--- src/rtl/swd_host_transfer_engine_assert.svh ---
// assertion macros for the swd host transfer engine
`ifndef SWD_HOST_TRANSFER_ENGINE_ASSERT_SVH
`define SWD_HOST_TRANSFER_ENGINE_ASSERT_SVH

`ifndef SYNTH
`define SWD_ASSERT_IMPLIES(label, clk, rst, cond, expr) \
  label: assert property (@(posedge clk) disable iff (rst) (cond) |-> (expr)) \
    else $error("swd assertion failed");
`define SWD_ASSERT_NEXT(label, clk, cond, expr) \
  label: assert property (@(posedge clk) (cond) |=> (expr)) \
    else $error("swd assertion failed");
`else
`define SWD_ASSERT_IMPLIES(label, clk, rst, cond, expr)
`define SWD_ASSERT_NEXT(label, clk, cond, expr)
`endif

`endif

--- src/rtl/swd_pkg.sv ---
// shared types and constants of the swd host transfer engine
package swd_pkg;

  // default sequence lengths and queue depth
  localparam int LINE_RESET_CLOCKS_DEF = 60;
  localparam int IDLE_CLOCKS_DEF       = 8;
  localparam int QUEUE_DEPTH_DEF       = 2;

  // line sequence constants
  localparam logic [15:0] SWITCH_WORD = 16'hE79E;
  localparam int          SWITCH_BITS = 16;
  localparam int          DATA_BITS   = 32;
  localparam int          REQ_BITS    = 8;
  localparam int          ACK_BITS    = 3;
  localparam logic [2:0]  ACK_OK      = 3'd1;

  // stream widths
  localparam int IN_TDATA_W  = 40;
  localparam int OUT_TDATA_W = 40;

  // item kinds carried in tuser
  localparam logic OP_START = 1'b0;
  localparam logic OP_TICK  = 1'b1;

  // classified request from the front end to the engine
  typedef struct packed {
    logic        is_tick;
    logic [7:0]  request_byte;
    logic        read_flag;
    logic [31:0] wr_word;
    logic        swdio_in;
  } cmd_t;

  // one clock's result
  typedef struct packed {
    logic        swdio_out;
    logic        swdio_drive;
    logic        done_res;
    logic [2:0]  ack;
    logic        parity_error;
    logic [31:0] rd_word;
  } res_t;

endpackage

--- src/rtl/swd_host_transfer_engine.sv ---
// Top level of the SWD host transfer engine: one input item per serial clock tick.
// A tick item's result passes through the queue and then the result register before it leaves.
// Throughput: one item per cycle while the result side takes results, set by the sequencer step in the engine.
// A start item gives no result; a tick while idle gives none either.
// Reset (synchronous, active high) empties the queue and returns the sequencer to idle.
module swd_host_transfer_engine #(
  parameter int LINE_RESET_CLOCKS = swd_pkg::LINE_RESET_CLOCKS_DEF,
  parameter int IDLE_CLOCKS       = swd_pkg::IDLE_CLOCKS_DEF,
  parameter int QUEUE_DEPTH       = swd_pkg::QUEUE_DEPTH_DEF
) (
  input  logic                              clk,
  input  logic                              rst,
  input  logic                              s_axis_tvalid,
  output logic                              s_axis_tready,
  // bit 0 port_select, 2:1 reg_addr, 3 is_read, 35:4 wr_word, 36 swdio_in
  input  logic [swd_pkg::IN_TDATA_W-1:0]    s_axis_tdata,
  // bit 0 operation
  input  logic                              s_axis_tuser,
  output logic                              m_axis_tvalid,
  input  logic                              m_axis_tready,
  // bit 0 swdio_out, 1 swdio_drive, 4:2 ack, 5 parity_error, 37:6 rd_word
  output logic [swd_pkg::OUT_TDATA_W-1:0]   m_axis_tdata,
  // done_res
  output logic                              m_axis_tlast
);

  localparam int MaxCount = (LINE_RESET_CLOCKS > swd_pkg::DATA_BITS) ?
                            ((LINE_RESET_CLOCKS > IDLE_CLOCKS) ? LINE_RESET_CLOCKS : IDLE_CLOCKS) :
                            ((swd_pkg::DATA_BITS > IDLE_CLOCKS) ? swd_pkg::DATA_BITS : IDLE_CLOCKS);
  localparam int BitCountW = $clog2(MaxCount + 1);

  logic          queue_full;
  logic          push;
  swd_pkg::cmd_t push_cmd;
  logic          head_valid;
  swd_pkg::cmd_t head_cmd;
  logic          cmd_ready;
  swd_pkg::res_t res;

  // classify incoming items
  swd_front u_front (
    .s_axis_tvalid (s_axis_tvalid),
    .s_axis_tready (s_axis_tready),
    .s_axis_tdata  (s_axis_tdata),
    .s_axis_tuser  (s_axis_tuser),
    .queue_full    (queue_full),
    .push          (push),
    .push_cmd      (push_cmd)
  );

  // decoupling queue
  swd_queue #(
    .DEPTH (QUEUE_DEPTH)
  ) u_queue (
    .clk        (clk),
    .rst        (rst),
    .push       (push),
    .push_cmd   (push_cmd),
    .full       (queue_full),
    .head_valid (head_valid),
    .head_cmd   (head_cmd),
    .pop_ready  (cmd_ready)
  );

  // line sequencer
  swd_back #(
    .LINE_RESET_CLOCKS (LINE_RESET_CLOCKS),
    .IDLE_CLOCKS       (IDLE_CLOCKS),
    .BCW               (BitCountW)
  ) u_back (
    .clk       (clk),
    .rst       (rst),
    .cmd_valid (head_valid),
    .cmd       (head_cmd),
    .cmd_ready (cmd_ready),
    .res_valid (m_axis_tvalid),
    .res       (res),
    .res_ready (m_axis_tready)
  );

  // result packing
  assign m_axis_tdata = {2'b00, res.rd_word, res.parity_error, res.ack,
                         res.swdio_drive, res.swdio_out};
  assign m_axis_tlast = res.done_res;

  `include "swd_host_transfer_engine_assert.svh"

  // released line reads as low
  `SWD_ASSERT_IMPLIES(a_released_low, clk, rst, m_axis_tvalid && !m_axis_tdata[1], !m_axis_tdata[0])
  // result fields stay clear before the final clock
  `SWD_ASSERT_IMPLIES(a_fields_clear, clk, rst, m_axis_tvalid && !m_axis_tlast, m_axis_tdata[37:2] == '0)
  // the final clock is always driven by the host
  `SWD_ASSERT_IMPLIES(a_last_driven, clk, rst, m_axis_tvalid && m_axis_tlast, m_axis_tdata[1])
  // reset leaves no pending result
  `SWD_ASSERT_NEXT(a_reset_empty, clk, rst, !m_axis_tvalid)

endmodule

--- src/rtl/swd_queue.sv ---
// short request queue between the front end and the engine
module swd_queue #(
  parameter int DEPTH = swd_pkg::QUEUE_DEPTH_DEF
) (
  input  logic          clk,
  input  logic          rst,
  input  logic          push,
  input  swd_pkg::cmd_t push_cmd,
  output logic          full,
  output logic          head_valid,
  output swd_pkg::cmd_t head_cmd,
  input  logic          pop_ready
);

  localparam int PtrW = (DEPTH > 1) ? $clog2(DEPTH) : 1;
  localparam int CntW = $clog2(DEPTH + 1);

  swd_pkg::cmd_t entries [DEPTH];
  logic [PtrW-1:0] head;
  logic [PtrW-1:0] tail;
  logic [CntW-1:0] count;
  logic            do_push;
  logic            do_pop;

  // status and handshakes
  assign full       = (count == CntW'(DEPTH));
  assign head_valid = (count != '0);
  assign head_cmd   = entries[head];
  assign do_push    = push && !full;
  assign do_pop     = head_valid && pop_ready;

  // entry storage
  always_ff @(posedge clk) begin
    if (do_push) begin
      entries[tail] <= push_cmd;
    end
  end

  // pointers and fill count
  always_ff @(posedge clk) begin
    if (rst) begin
      head  <= '0;
      tail  <= '0;
      count <= '0;
    end else begin
      if (do_push) begin
        tail <= (tail == PtrW'(DEPTH - 1)) ? '0 : tail + 1'b1;
      end
      if (do_pop) begin
        head <= (head == PtrW'(DEPTH - 1)) ? '0 : head + 1'b1;
      end
      case ({do_push, do_pop})
        2'b10:   count <= count + 1'b1;
        2'b01:   count <= count - 1'b1;
        default: count <= count;
      endcase
    end
  end

endmodule

--- src/rtl/swd_front.sv ---
// front end: takes stream items and classifies them into engine requests
module swd_front (
  input  logic                             s_axis_tvalid,
  output logic                             s_axis_tready,
  // bit 0 port_select, 2:1 reg_addr, 3 is_read, 35:4 wr_word, 36 swdio_in
  input  logic [swd_pkg::IN_TDATA_W-1:0]   s_axis_tdata,
  // bit 0 operation
  input  logic                             s_axis_tuser,
  input  logic                             queue_full,
  output logic                             push,
  output swd_pkg::cmd_t                    push_cmd
);

  logic       port_select;
  logic [1:0] reg_addr;
  logic       is_read;
  logic       req_parity;

  // field unpacking
  assign port_select = s_axis_tdata[0];
  assign reg_addr    = s_axis_tdata[2:1];
  assign is_read     = s_axis_tdata[3];

  // even parity over APnDP, RnW, A2, A3
  assign req_parity = port_select ^ is_read ^ reg_addr[0] ^ reg_addr[1];

  // request byte: start, APnDP, RnW, A2, A3, parity, stop, park
  always_comb begin
    push_cmd              = '0;
    push_cmd.is_tick      = (s_axis_tuser == swd_pkg::OP_TICK);
    push_cmd.request_byte = {1'b1, 1'b0, req_parity, reg_addr[1], reg_addr[0],
                             is_read, port_select, 1'b1};
    push_cmd.read_flag    = is_read;
    push_cmd.wr_word      = s_axis_tdata[35:4];
    push_cmd.swdio_in     = s_axis_tdata[36];
  end

  // handshake
  assign s_axis_tready = !queue_full;
  assign push          = s_axis_tvalid && !queue_full;

endmodule

--- src/rtl/swd_back.sv ---
// engine: steps the swd line sequence one serial clock per request
module swd_back #(
  parameter int LINE_RESET_CLOCKS = swd_pkg::LINE_RESET_CLOCKS_DEF,
  parameter int IDLE_CLOCKS       = swd_pkg::IDLE_CLOCKS_DEF,
  parameter int BCW               = 7
) (
  input  logic          clk,
  input  logic          rst,
  input  logic          cmd_valid,
  input  swd_pkg::cmd_t cmd,
  output logic          cmd_ready,
  output logic          res_valid,
  output swd_pkg::res_t res,
  input  logic          res_ready
);

  // phase codes
  localparam logic [3:0] PH_IDLE   = 4'd0;
  localparam logic [3:0] PH_LRESET = 4'd1;
  localparam logic [3:0] PH_SWITCH = 4'd2;
  localparam logic [3:0] PH_IDLEC  = 4'd3;
  localparam logic [3:0] PH_REQ    = 4'd4;
  localparam logic [3:0] PH_TURN   = 4'd5;
  localparam logic [3:0] PH_ACK    = 4'd6;
  localparam logic [3:0] PH_RDATA  = 4'd7;
  localparam logic [3:0] PH_RPAR   = 4'd8;
  localparam logic [3:0] PH_WTURN  = 4'd9;
  localparam logic [3:0] PH_WDATA  = 4'd10;
  localparam logic [3:0] PH_WPAR   = 4'd11;
  localparam logic [3:0] PH_FINAL  = 4'd12;

  logic [3:0]     phase,        phase_next;
  logic [BCW-1:0] bit_count,    bit_count_next;
  logic [31:0]    shift_word,   shift_word_next;
  logic           parity_acc,   parity_acc_next;
  logic [7:0]     request_byte, request_byte_next;
  logic           read_flag,    read_flag_next;
  logic [2:0]     ack_reg,      ack_reg_next;
  logic           out_valid_next;
  swd_pkg::res_t  step_res;
  logic           step_has_res;
  logic           busy;
  logic           pop;
  logic [BCW-1:0] cnt_inc;

  assign busy      = (phase >= PH_LRESET) && (phase <= PH_FINAL);
  assign cmd_ready = !res_valid || res_ready;
  assign pop       = cmd_valid && cmd_ready;
  assign cnt_inc   = bit_count + 1'b1;

  // one serial clock of the sequence
  always_comb begin
    phase_next        = phase;
    bit_count_next    = bit_count;
    shift_word_next   = shift_word;
    parity_acc_next   = parity_acc;
    request_byte_next = request_byte;
    read_flag_next    = read_flag;
    ack_reg_next      = ack_reg;
    step_res          = '0;
    step_has_res      = 1'b0;
    if (pop) begin
      if (!cmd.is_tick) begin
        // latch a new transfer when idle
        if (!busy) begin
          request_byte_next = cmd.request_byte;
          read_flag_next    = cmd.read_flag;
          shift_word_next   = cmd.wr_word;
          parity_acc_next   = 1'b0;
          ack_reg_next      = '0;
          phase_next        = PH_LRESET;
          bit_count_next    = '0;
        end
      end else if (!busy) begin
        phase_next = PH_IDLE;
      end else begin
        step_has_res   = 1'b1;
        bit_count_next = cnt_inc;
        case (phase)
          PH_LRESET: begin
            step_res.swdio_out   = 1'b1;
            step_res.swdio_drive = 1'b1;
            if (cnt_inc == BCW'(LINE_RESET_CLOCKS)) begin
              phase_next     = PH_SWITCH;
              bit_count_next = '0;
            end
          end
          PH_SWITCH: begin
            step_res.swdio_out   = swd_pkg::SWITCH_WORD[bit_count[3:0]];
            step_res.swdio_drive = 1'b1;
            if (cnt_inc == BCW'(swd_pkg::SWITCH_BITS)) begin
              phase_next     = (IDLE_CLOCKS == 0) ? PH_REQ : PH_IDLEC;
              bit_count_next = '0;
            end
          end
          PH_IDLEC: begin
            step_res.swdio_drive = 1'b1;
            if (cnt_inc == BCW'(IDLE_CLOCKS)) begin
              phase_next     = PH_REQ;
              bit_count_next = '0;
            end
          end
          PH_REQ: begin
            step_res.swdio_out   = request_byte[bit_count[2:0]];
            step_res.swdio_drive = 1'b1;
            if (cnt_inc == BCW'(swd_pkg::REQ_BITS)) begin
              phase_next     = PH_TURN;
              bit_count_next = '0;
            end
          end
          PH_TURN: begin
            phase_next     = PH_ACK;
            bit_count_next = '0;
          end
          PH_ACK: begin
            ack_reg_next = ack_reg;
            ack_reg_next[bit_count[1:0]] = ack_reg[bit_count[1:0]] | cmd.swdio_in;
            if (cnt_inc == BCW'(swd_pkg::ACK_BITS)) begin
              bit_count_next = '0;
              if (ack_reg_next != swd_pkg::ACK_OK) begin
                phase_next = PH_FINAL;
              end else begin
                phase_next = read_flag ? PH_RDATA : PH_WTURN;
              end
            end
          end
          PH_RDATA: begin
            shift_word_next = {cmd.swdio_in, shift_word[31:1]};
            parity_acc_next = parity_acc ^ cmd.swdio_in;
            if (cnt_inc == BCW'(swd_pkg::DATA_BITS)) begin
              phase_next     = PH_RPAR;
              bit_count_next = '0;
            end
          end
          PH_RPAR: begin
            parity_acc_next = parity_acc ^ cmd.swdio_in;
            phase_next      = PH_FINAL;
            bit_count_next  = '0;
          end
          PH_FINAL: begin
            step_res.swdio_out    = 1'b1;
            step_res.swdio_drive  = 1'b1;
            step_res.done_res     = 1'b1;
            step_res.ack          = ack_reg;
            step_res.parity_error = parity_acc;
            if (read_flag && (ack_reg == swd_pkg::ACK_OK) && !parity_acc) begin
              step_res.rd_word = shift_word;
            end
            phase_next     = PH_IDLE;
            bit_count_next = '0;
          end
          PH_WTURN: begin
            parity_acc_next = ^shift_word;
            phase_next      = PH_WDATA;
            bit_count_next  = '0;
          end
          PH_WDATA: begin
            step_res.swdio_out   = shift_word[0];
            step_res.swdio_drive = 1'b1;
            shift_word_next      = {1'b0, shift_word[31:1]};
            if (cnt_inc == BCW'(swd_pkg::DATA_BITS)) begin
              phase_next     = PH_WPAR;
              bit_count_next = '0;
            end
          end
          PH_WPAR: begin
            step_res.swdio_out   = parity_acc;
            step_res.swdio_drive = 1'b1;
            step_res.done_res    = 1'b1;
            step_res.ack         = ack_reg;
            phase_next           = PH_IDLE;
            bit_count_next       = '0;
          end
          default: begin
            step_has_res   = 1'b0;
            phase_next     = PH_IDLE;
            bit_count_next = bit_count;
          end
        endcase
      end
    end
  end

  // output register valid
  assign out_valid_next = (res_valid && !res_ready) || (pop && step_has_res);

  // sequence state
  always_ff @(posedge clk) begin
    if (rst) begin
      phase        <= PH_IDLE;
      bit_count    <= '0;
      shift_word   <= '0;
      parity_acc   <= 1'b0;
      request_byte <= '0;
      read_flag    <= 1'b0;
      ack_reg      <= '0;
      res_valid    <= 1'b0;
    end else begin
      phase        <= phase_next;
      bit_count    <= bit_count_next;
      shift_word   <= shift_word_next;
      parity_acc   <= parity_acc_next;
      request_byte <= request_byte_next;
      read_flag    <= read_flag_next;
      ack_reg      <= ack_reg_next;
      res_valid    <= out_valid_next;
    end
  end

  // result payload
  always_ff @(posedge clk) begin
    if (pop && step_has_res) begin
      res <= step_res;
    end
  end

endmodule

--- config.mk ---
export PLATFORM = sky130hd
export DESIGN_NAME = swd_host_transfer_engine
export DESIGN_NICKNAME = d
export VERILOG_FILES = /design/src/rtl/swd_pkg.sv /design/src/rtl/swd_host_transfer_engine.sv /design/src/rtl/swd_queue.sv /design/src/rtl/swd_front.sv /design/src/rtl/swd_back.sv
export VERILOG_INCLUDE_DIRS = /design/src /design/src/rtl
export SDC_FILE = /design/constraint.sdc
export NUM_CORES = 1
export LEC_CHECK = 0
export BUFFER_PORTS_ARGS = -buffer_cell sky130_fd_sc_hd__buf_2
export CAP_MARGIN = 5
export CORE_ASPECT_RATIO = 1.1
export CORE_MARGIN = 3
export CORE_UTILIZATION = 40
export DETAILED_ROUTE_END_ITERATION = 8
export PLACE_DENSITY = 0.63
export RECOVER_POWER = 100
export SYNTH_ARGS = -nofsm -noshare
export SYNTH_HDL_FRONTEND = slang
export SYNTH_HIERARCHICAL = 1
export SYNTH_SLANG_ARGS = --single-unit
--- constraint.sdc ---
create_clock -name clk -period 2.9 [get_ports clk]
set_input_delay 0.725 -clock clk [delete_from_list [all_inputs] [get_ports clk]]
set_output_delay 0.725 -clock clk [all_outputs]
set_load 0.02 [all_outputs]
==> results of run 1 <==
==> worst paths after layout <==
path | start | end | slack, ns
worst max-delay path | u_back/bit_count[1] | register | 0.11
worst min-delay path | s_axis_tdata[10] | u_queue/entries[1][7] | 0.48
worst max register to register | u_back/bit_count[1] | register | 0.11
worst min register to register | u_back/request_byte[5] | u_back/request_byte[5] | 0.50
==> timing repair <==
action,4_1_cts,5_1_grt
resized for setup,0,17
endpoints found under the setup margin,0,1
hold endpoints to repair,0,0
setup buffers,0,1
==> routing by layer <==
layer	vias to the layer above	global-route usage [%]	part of all wire, %
met5	-	0	0
met4	0	5.71	1.8
met3	30	3.06	3.8
met2	115	24.8	46
met1	2674	22.1	48
li1	2756	-	-
==> logic make-up (layout without fill, tap and decap cells) <==
kind of cell,count (synthesis),after routing,share of synthesized area (%)
AND/OR/NAND/NOR,197,197,11.7
flip-flops,187,187,55.8
AO/OA/AOI/OAI,115,115,9.36
buffers and inverters,97,170,6.53
multiplexers,92,92,11.2
XOR/XNOR,42,42,4.11
adder cells (fa/ha/maj),8,8,1.12
other,3,5,0.126
==> through the flow <==
stage               hold slack [ns]  instances
floorplan                     0.452        743
global placement              0.471       1073
detailed placement            0.480       1073
CTS                           0.461       1105
global route                  0.464       1106
finish                        0.478       1106
==> cell usage after synthesis (all sizes together) (3+ instances only) <==
cell | count | share of area [%]
nor2b | 10 | 0.73
xnor2 | 33 | 3.2
and2 | 37 | 2.6
nand2b | 13 | 0.97
nor3 | 5 | 0.28
nor4 | 4 | 0.45
or3 | 5 | 0.46
a211oi | 35 | 2.9
nand2 | 27 | 1.2
xor2 | 9 | 0.88
nand4 | 4 | 0.28
o21ai | 15 | 0.84
o211ai | 4 | 0.34
clkbuf | 16 | 0.67
mux2 | 45 | 5.7
conb | 3 | 0.13
or2 | 4 | 0.28
a31oi | 4 | 0.28
inv | 10 | 0.42
nor2 | 66 | 2.8
and3 | 5 | 0.35
nand3 | 9 | 0.64
ha | 8 | 1.1
o22ai | 3 | 0.21
edfxtp | 125 | 42
dfxtp | 62 | 14
mux2i | 45 | 5.0
buf | 71 | 5.4
a21oi | 26 | 1.7
==> power groups by stage <==
stage                     logic (µW)  registers [µW]  clock network [µW]
after CTS                       3550            3790                2670
after global routing            3770            3870                2770
after global placement          3490            3830                   0
after detailed placement        3530            3840                   0
after floorplan                 2740            3770                   0
final                           3430            3800                2600
==> cell type report <==
cell class	instances	area share [%]
flip-flops and latches	187	49.4
multi-input cells	459	33.5
well taps	290	3.58
inverters	10	0.371
clock inverters	14	2.27
repair buffers	128	6.56
clock buffers	18	4.34
==> cell usage in the layout (no fill, tap or decap), types with 5 or more instances in the layout <==
cell type and count:
a211oi_1 35, a21oi_1 25, and2_0 24, and2_1 13, buf_2 17, buf_4 33, bufinv_16 5, clkbuf_1 69
clkbuf_16 17, clkbuf_2 6, conb_1 5, dfxtp_1 56, dfxtp_2 5, edfxtp_1 125, ha_1 7, inv_1 8
mux2_2 42, mux2i_1 44, nand2_1 26, nand2b_1 11, nand3_1 7, nor2_1 65, nor2b_1 9, nor3_1 5
o21ai_0 13, xnor2_1 33, xor2_1 9
==> impl_metrics.env, run 1 <==
export IMPL_dr_pass1_iters=5
export IMPL_syn_inst=741
export IMPL_regArea_um2=5000
export IMPL_dp_worst_setup_slack_ns=0.0821
export IMPL_gp_congestion=0.894
export IMPL_grt_ovfl_total=0
export IMPL_path_cells="buf_6, a211o_1, a21o_1, and3_1, a311oi_2, nand2_1, a22o_1, ha_1, or3b_1, o211ai_1"
export IMPL_power_frac_comb_pct=34.9
export IMPL_fin_area_um2=10100
export IMPL_worst_path_max_delay_cell="dfxtp_4"
export IMPL_p_per_area_nw_per_um2=970
export IMPL_num_rows=56
export IMPL_critPathCaptureType="register"
export IMPL_path_class="reg -> reg"
export IMPL_critPathLaunchType="register"
export IMPL_die_h_um=163
export IMPL_drt_total_wl_um=18700
export IMPL_cts_max_level=4
export IMPL_layout_drive_gt1_share_pct=20.1
export IMPL_p_seq_share_pct=38.6
export IMPL_final_setup_worst_slack_ns=0.112
export IMPL_final_util_pct=46.8
export IMPL_ys_warnings_count=6
export IMPL_nFillCells=1979
export IMPL_setup_tns_ns=0
export IMPL_worst_path_stages=10
export IMPL_worstPathRequired_ns=3.25
export IMPL_multi_input_area_um2=3390
export IMPL_r2r_cells=10
export IMPL_synthesis_area_um2=8950
export IMPL_ys_seq_area_share_pct=55.8
export IMPL_cts_buffers=17
export IMPL_pwr_share_clk_pct=26.5
export IMPL_cts_sink_count=187
export IMPL_setup_viol_count_final=0
export IMPL_core_area_um2=21700
export IMPL_drv_slew=0
export IMPL_largest_reg_flops=86
export IMPL_ir_drop_uv=442
export IMPL_ant_nets=0
export IMPL_max_freq_mhz=359
export IMPL_hold_viol=0
export IMPL_async_flop_share_pct=0
export IMPL_routed_via_density=5.04
export IMPL_io_pins=88
export IMPL_cp_max_fo=10
export IMPL_ys_types=72
export IMPL_power_total_uw=9830
export IMPL_dp_hpwl_um=12700
export IMPL_clk_latency_ns=0.43
export IMPL_hold_depth=1
export IMPL_status="finished clean"
export IMPL_ys_ff_latch=187
export IMPL_slowest_delay_ns=0.37
export IMPL_area_growth_synth_to_final_pct=13.2
export IMPL_grt_usage_pct=15.9
export IMPL_dr_first_iter_drc_count=381
export IMPL_reg_largest_list="u_queue/entries: 86 flops, u_back/res: 39 flops, u_back/shift_word: 32 flops"
export IMPL_vias=5575
export IMPL_worstPathArrival_ns=3.14
export IMPL_grt_max_degree=65
export IMPL_syn_avg_cell_area_um2=12.1
export IMPL_drc=0
export IMPL_cp_top_family="compound AO/OA/AOI/OAI gates"
export IMPL_worst_path_buf_inv=1
export IMPL_tightest_slew_ns=1.22
export IMPL_cts_hold_fix_buffers=0
export IMPL_fin_crit_sh_pct=96.1
export IMPL_cts_clk_slew_worst_paths_ns=0.07
export IMPL_finClkSkew_ns=0.00890
export IMPL_relSlewSlack_pct=18.5
export IMPL_internal_power_uw=6590
export IMPL_layout_min_cycle_time_ns=2.79
export IMPL_cts_root_buf="clkbuf_16"
export IMPL_dieArea_um2=24200
export IMPL_port_buffers=82
export IMPL_clockBufferDepth=2
export IMPL_synth_edff_count=125
export IMPL_leakagePower_uw=0.00351
export IMPL_hp_class="in -> reg"
export IMPL_dpl_instance_area_um2=9580
export IMPL_initial_utilization_pct=41.3
export IMPL_grt_setup_unrepaired="no"
export IMPL_post_drt_wl_per_cell_um=16.9
export IMPL_die_w_um=149
export IMPL_nets=856
export IMPL_grt_pass1_vias=5519
export IMPL_sw_frac_of_total_pct=33.0
export IMPL_drv_max_cap_violation_count=0
export IMPL_synth_ff_type="edfxtp_1"
export IMPL_grt_first_pass_wirelength_um=29900
export IMPL_antenna_found_initial=0
export IMPL_top_register="u_queue/entries"
export IMPL_diodes=0
export IMPL_cts_tree="done"
export IMPL_p_switching_uw=3240
(Power assumes the default switching activity.)
==> run 2: changes to the inputs <==
- CORE_MARGIN: 3 -> default
- SETUP_SLACK_MARGIN: default -> 0.15
==> impl_metrics.env, run 2 (synthesis gave the netlist of run 1 again) <==
export IMPL_routed_via_density=5.06
export IMPL_clockBufferDepth=2
export IMPL_worstHoldStart="s_axis_tdata[14]"
export IMPL_leakagePower_uw=0.00351
export IMPL_gp_congestion=0.902
export IMPL_grt_pass1_vias=5425
export IMPL_die_h_um=159
export IMPL_layout_drive_gt1_share_pct=21.8
export IMPL_status="finished clean"
export IMPL_dieArea_um2=23000
export IMPL_cp_max_fo=4
export IMPL_die_w_um=145
export IMPL_initial_utilization_pct=40.6
export IMPL_final_common_cell="edfxtp_1"
export IMPL_setup_viol_count_final=0
export IMPL_vias=5635
export IMPL_cts_sink_count=187
export IMPL_ant_nets=0
export IMPL_area_growth_synth_to_final_pct=13.9
export IMPL_grt_max_degree=65
export IMPL_post_drt_wl_per_cell_um=16.7
export IMPL_port_buffers=82
export IMPL_dp_hpwl_um=12100
export IMPL_cts_root_buf="clkbuf_16"
export IMPL_fin_crit_sh_pct=92.0
export IMPL_clk_latency_ns=0.43
export IMPL_cts_buffers=17
export IMPL_drv_slew=0
export IMPL_cts_max_level=4
export IMPL_max_freq_mhz=375
export IMPL_critPathCaptureType="register"
export IMPL_setup_tns_ns=0
export IMPL_grt_usage_pct=16.9
export IMPL_cts_clk_slew_worst_paths_ns=0.07
export IMPL_grt_setup_unrepaired="no"
export IMPL_worstPathArrival_ns=3.02
export IMPL_finClkSkew_ns=0.0101
export IMPL_top_register="u_queue/entries"
export IMPL_wl_met1_um=8400
export IMPL_dr_first_iter_drc_count=315
export IMPL_reg2reg_from="u_back/bit_count[1]"
export IMPL_layout_min_cycle_time_ns=2.67
export IMPL_antenna_found_initial=1
export IMPL_core_area_um2=22000
export IMPL_cts_hold_fix_buffers=0
export IMPL_grt_ovfl_total=0
export IMPL_p_per_area_nw_per_um2=947
export IMPL_layout_common_cells="edfxtp_1, nor2_1, clkbuf_1"
export IMPL_grt_first_pass_wirelength_um=29300
export IMPL_hp_class="in -> reg"
export IMPL_worstPathRequired_ns=3.25
export IMPL_power_total_uw=9640
export IMPL_critPathLaunchType="register"
export IMPL_hold_viol=0
export IMPL_drc=0
export IMPL_drt_total_wl_um=18600
export IMPL_wl_met3_um=718
export IMPL_path_class="reg -> reg"
export IMPL_num_rows=57
export IMPL_relSlewSlack_pct=19.1
export IMPL_nFillCells=2038
export IMPL_largest_reg_flops=86
export IMPL_ir_drop_uv=446
export IMPL_dr_wl_met2_um=9140
export IMPL_r2r_cells=10
export IMPL_nets=858
export IMPL_reg_largest_list="u_queue/entries: 86 flops, u_back/res: 39 flops, u_back/shift_word: 32 flops"
export IMPL_diodes=0
export IMPL_regToRegSetupSlack_ns=0.23
export IMPL_io_pins=88
export IMPL_min_to="u_queue/entries[0][11]"
export IMPL_hold_depth=1
export IMPL_drv_max_cap_violation_count=0
export IMPL_dr_pass1_iters=5
export IMPL_routed_top_layer="met5"
export IMPL_cts_tree="done"
export IMPL_tightest_slew_ns=1.21
==> run 2: changes by cell type in the layout (fill, tap and decap cells not counted), sizes merged <==
cell,delta
bufinv,-2
clkbuf,-6
inv,-1
buf,+9
clkinv,+2
==> run 2: final cells by class <==
| type | count | area, µm² | area share, % |
|---|---|---|---|
| well taps | 295 | 369 | 3.62 |
| repair buffers | 130 | 703 | 6.90 |
| clock buffers | 19 | 443 | 4.35 |
| flip-flops and latches | 187 | 5010 | 49.2 |
| inverters | 10 | 37.5 | 0.369 |
| clock inverters | 13 | 176 | 1.73 |
| multi-input cells | 459 | 3450 | 33.8 |
==> run 2: worst max path at each step <==
stage	slack (ns)	cells after the start	end	start
2_1_floorplan	0.24	9	register	m_axis_tready
3_3_place_gp	0.13	11	register	u_back/bit_count[0]
3_5_place_dp	0.1	11	register	u_back/bit_count[0]
4_1_cts	0.15	10	register	u_back/bit_count[0]
5_1_grt	0.07	10	register	u_back/bit_count[0]
6_report	0.23	10	register	u_back/bit_count[1]
==> run 2: power by group <==
group	internal [µW]	total [µW]	switching, µW
Clock	1400	2420	1020
Combinational	1600	3440	1840
Sequential	3410	3780	370
Total	6420	9640	3230
==> run 2: worst max-delay path, stage by stage, from the launching register on <==
cell and delay (ns):
dfxtp_4 0.37, buf_6 0.12, a211o_1 0.28, a21o_1 0.19, and3_4 0.19, a311oi_4 0.33
nand2_1 0.14, a22o_1 0.26, ha_1 0.27, or3b_1 0.35, o211ai_1 0.10
==> run 2: layer usage <==
layer	GRT usage (%)	vias up
met5	0	-
met4	5.36	2
met3	3.74	26
met2	27.4	112
met1	22.3	2725
li1	-	2770
==> run 2: through the flow <==
stage	cell area (µm²)	instances	hold WS, ns	worst slack [ns]	util [%]
2_1_floorplan	8950	743	0.452	0.239	-
3_3_place_gp	9550	1074	0.469	0.131	43.3
3_5_place_dp	9550	1074	0.479	0.0970	43.3
4_1_cts	10200	1110	0.461	0.151	46.4
5_1_grt	10200	1113	0.458	0.0703	46.2
6_report	10200	1113	0.477	0.232	46.2
==> run 2: repair_timing <==
| action | 4_1_cts | 5_1_grt |
|---|---|---|
| pin swaps | 2 | 12 |
| buffers inserted | 4 | 3 |
| resized for setup | 7 | 18 |
| cloned | 0 | 0 |
| setup endpoints to repair | 1 | 1 |
| endpoints found under the hold margin | 0 | 0 |
==> run 3: changes to the inputs <==
- GPL_TIMING_DRIVEN: default -> 0
==> impl_metrics.env, run 3 (synthesis gave the netlist of run 1 again) <==
export IMPL_drv_slew=0
export IMPL_grt_first_pass_wirelength_um=31200
export IMPL_drv_max_cap_violation_count=0
export IMPL_setup_tns_ns=0
export IMPL_antenna_found_initial=0
export IMPL_critPathCaptureType="register"
export IMPL_grt_usage_pct=18.2
export IMPL_grt_pass1_vias=5615
export IMPL_grt_ovfl_total=0
export IMPL_ir_drop_uv=437
export IMPL_worstPathRequired_ns=3.23
export IMPL_cts_root_buf="clkbuf_16"
export IMPL_top_register="u_queue/entries"
export IMPL_layout_common_cells="edfxtp_1, clkbuf_1, nor2_1"
export IMPL_diodes=0
export IMPL_die_w_um=145
export IMPL_status="finished clean"
export IMPL_worstPathArrival_ns=3.16
export IMPL_p_per_area_nw_per_um2=939
export IMPL_cts_tree="done"
export IMPL_grt_max_degree=39
export IMPL_initial_utilization_pct=40.6
export IMPL_finClkSkew_ns=0.0101
export IMPL_drt_total_wl_um=20000
export IMPL_dieArea_um2=23000
export IMPL_clk_latency_ns=0.43
export IMPL_routed_via_density=5.15
export IMPL_path_class="reg -> reg"
export IMPL_cp_max_fo=5
export IMPL_final_common_cell="edfxtp_1"
export IMPL_layout_drive_gt1_share_pct=23.1
export IMPL_core_area_um2=22000
export IMPL_port_buffers=48
export IMPL_area_growth_synth_to_final_pct=16.8
export IMPL_hp_class="reg -> reg"
export IMPL_post_drt_wl_per_cell_um=17.5
export IMPL_cts_buffers=17
export IMPL_nFillCells=2016
export IMPL_multi_input_area_um2=3480
export IMPL_critPathLaunchType="register"
export IMPL_grt_setup_unrepaired="yes"
export IMPL_die_h_um=159
export IMPL_max_freq_mhz=353
export IMPL_dp_hpwl_um=13900
export IMPL_cts_clk_slew_worst_paths_ns=0.07
export IMPL_hold_viol=0
export IMPL_vias=5883
export IMPL_final_util_pct=47.4
export IMPL_dr_first_iter_drc_count=294
export IMPL_clockBufferDepth=2
export IMPL_drc=0
export IMPL_reg_largest_list="u_queue/entries: 86 flops, u_back/res: 39 flops, u_back/shift_word: 32 flops"
export IMPL_regArea_um2=5000
export IMPL_cts_max_level=4
export IMPL_io_pins=88
export IMPL_relSlewSlack_pct=47.1
export IMPL_cts_sink_count=187
export IMPL_setup_viol_count_final=0
export IMPL_ant_nets=0
export IMPL_gp_congestion=0.888
export IMPL_largest_reg_flops=86
export IMPL_layout_min_cycle_time_ns=2.84
export IMPL_num_rows=57
export IMPL_leakagePower_uw=0.00366
export IMPL_nets=888
export IMPL_dr_pass1_iters=6
export IMPL_fin_crit_sh_pct=97.8
export IMPL_tightest_slew_ns=0.793
[run 3: changes by cell type in the layout (fill, tap and decap cells not counted), moves of 4 or more]
cell,previous run,this run
clkbuf_1,64,76
clkbuf_4,1,33
buf_2,22,12
buf_6,1,6
and2_0,25,29
buf_4,37,29
and2_1,12,8
[run 3: routing by layer]
| metal | GRT usage [%] | vias up | share of wire (%) | routed length (µm) |
|---|---|---|---|---|
| li1 | - | 2834 | - | - |
| met1 | 24.6 | 2868 | 46 | 9180 |
| met2 | 28.6 | 158 | 48 | 9630 |
| met3 | 3.86 | 23 | 4.1 | 816 |
| met4 | 6.36 | 0 | 1.9 | 372 |
| met5 | 0 | - | 0 | 0 |
[run 3: per-stage QoR]
stage | cells | hold slack (ns) | instance area (µm²) | power (µW) | setup slack, ns
after floorplan | 743 | 0.452 | 8950 | 6500 | 0.239
after global placement | 1086 | 0.468 | 9560 | 7310 | -0.686
after detailed placement | 1089 | 0.478 | 9620 | 7380 | -0.740
after CTS | 1135 | 0.447 | 10500 | 9960 | 0.152
final | 1143 | 0.481 | 10500 | 9810 | 0.0642
after global routing | 1143 | 0.476 | 10500 | 10400 | 0.00821
[run 3: cell type report]
type / instances / area share [%]
Tap cell: 295 / 3.53
Buffer: 87 / 5.28
Sequential cell: 187 / 47.9
Timing Repair Buffer: 73 / 3.60
Clock inverter: 14 / 1.98
Inverter: 10 / 0.359
Multi-Input combinational cell: 459 / 33.3
Clock buffer: 18 / 4.11
[run 3: power by group]
group          total, µW  internal, µW  switching, µW  leakage [µW]
clock               2500          1470           1030      0.000311
sequential          3750          3410            339       0.00166
combinational       3560          1610           1950       0.00169
total               9810          6490           3320       0.00366
[run 3: path summary, 6_finish.rpt]
kind / start / to / slack (ns) / cells past startpoint
hold reg to reg: u_queue/tail / u_queue/tail / 0.48 / 2
setup reg to reg: u_back/bit_count[4] / register / 0.06 / 12
hold / removal: u_queue/tail / u_queue/tail / 0.48 / 2
setup / recovery: u_back/bit_count[4] / register / 0.06 / 12
[run 3: worst max-delay path: stages, from the launching register on]
cell and delay, ns:
dfxtp_2 0.32, buf_6 0.12, or2_4 0.27, buf_4 0.15
mux2i_4 0.15, a211o_1 0.15, o311ai_1 0.11, a311oi_2 0.28
nand2_1 0.17, a32o_2 0.33, ha_4 0.21, or3b_1 0.34
o211ai_1 0.14
[run 3: timing repair]
item	in CTS	in global routing
endpoints found under the setup margin	53	31
buffers inserted	14	8
gates resized for setup	39	14
endpoints found under the hold margin	0	0
pin swaps	8	15
hold buffers	0	0
gates cloned	0	0
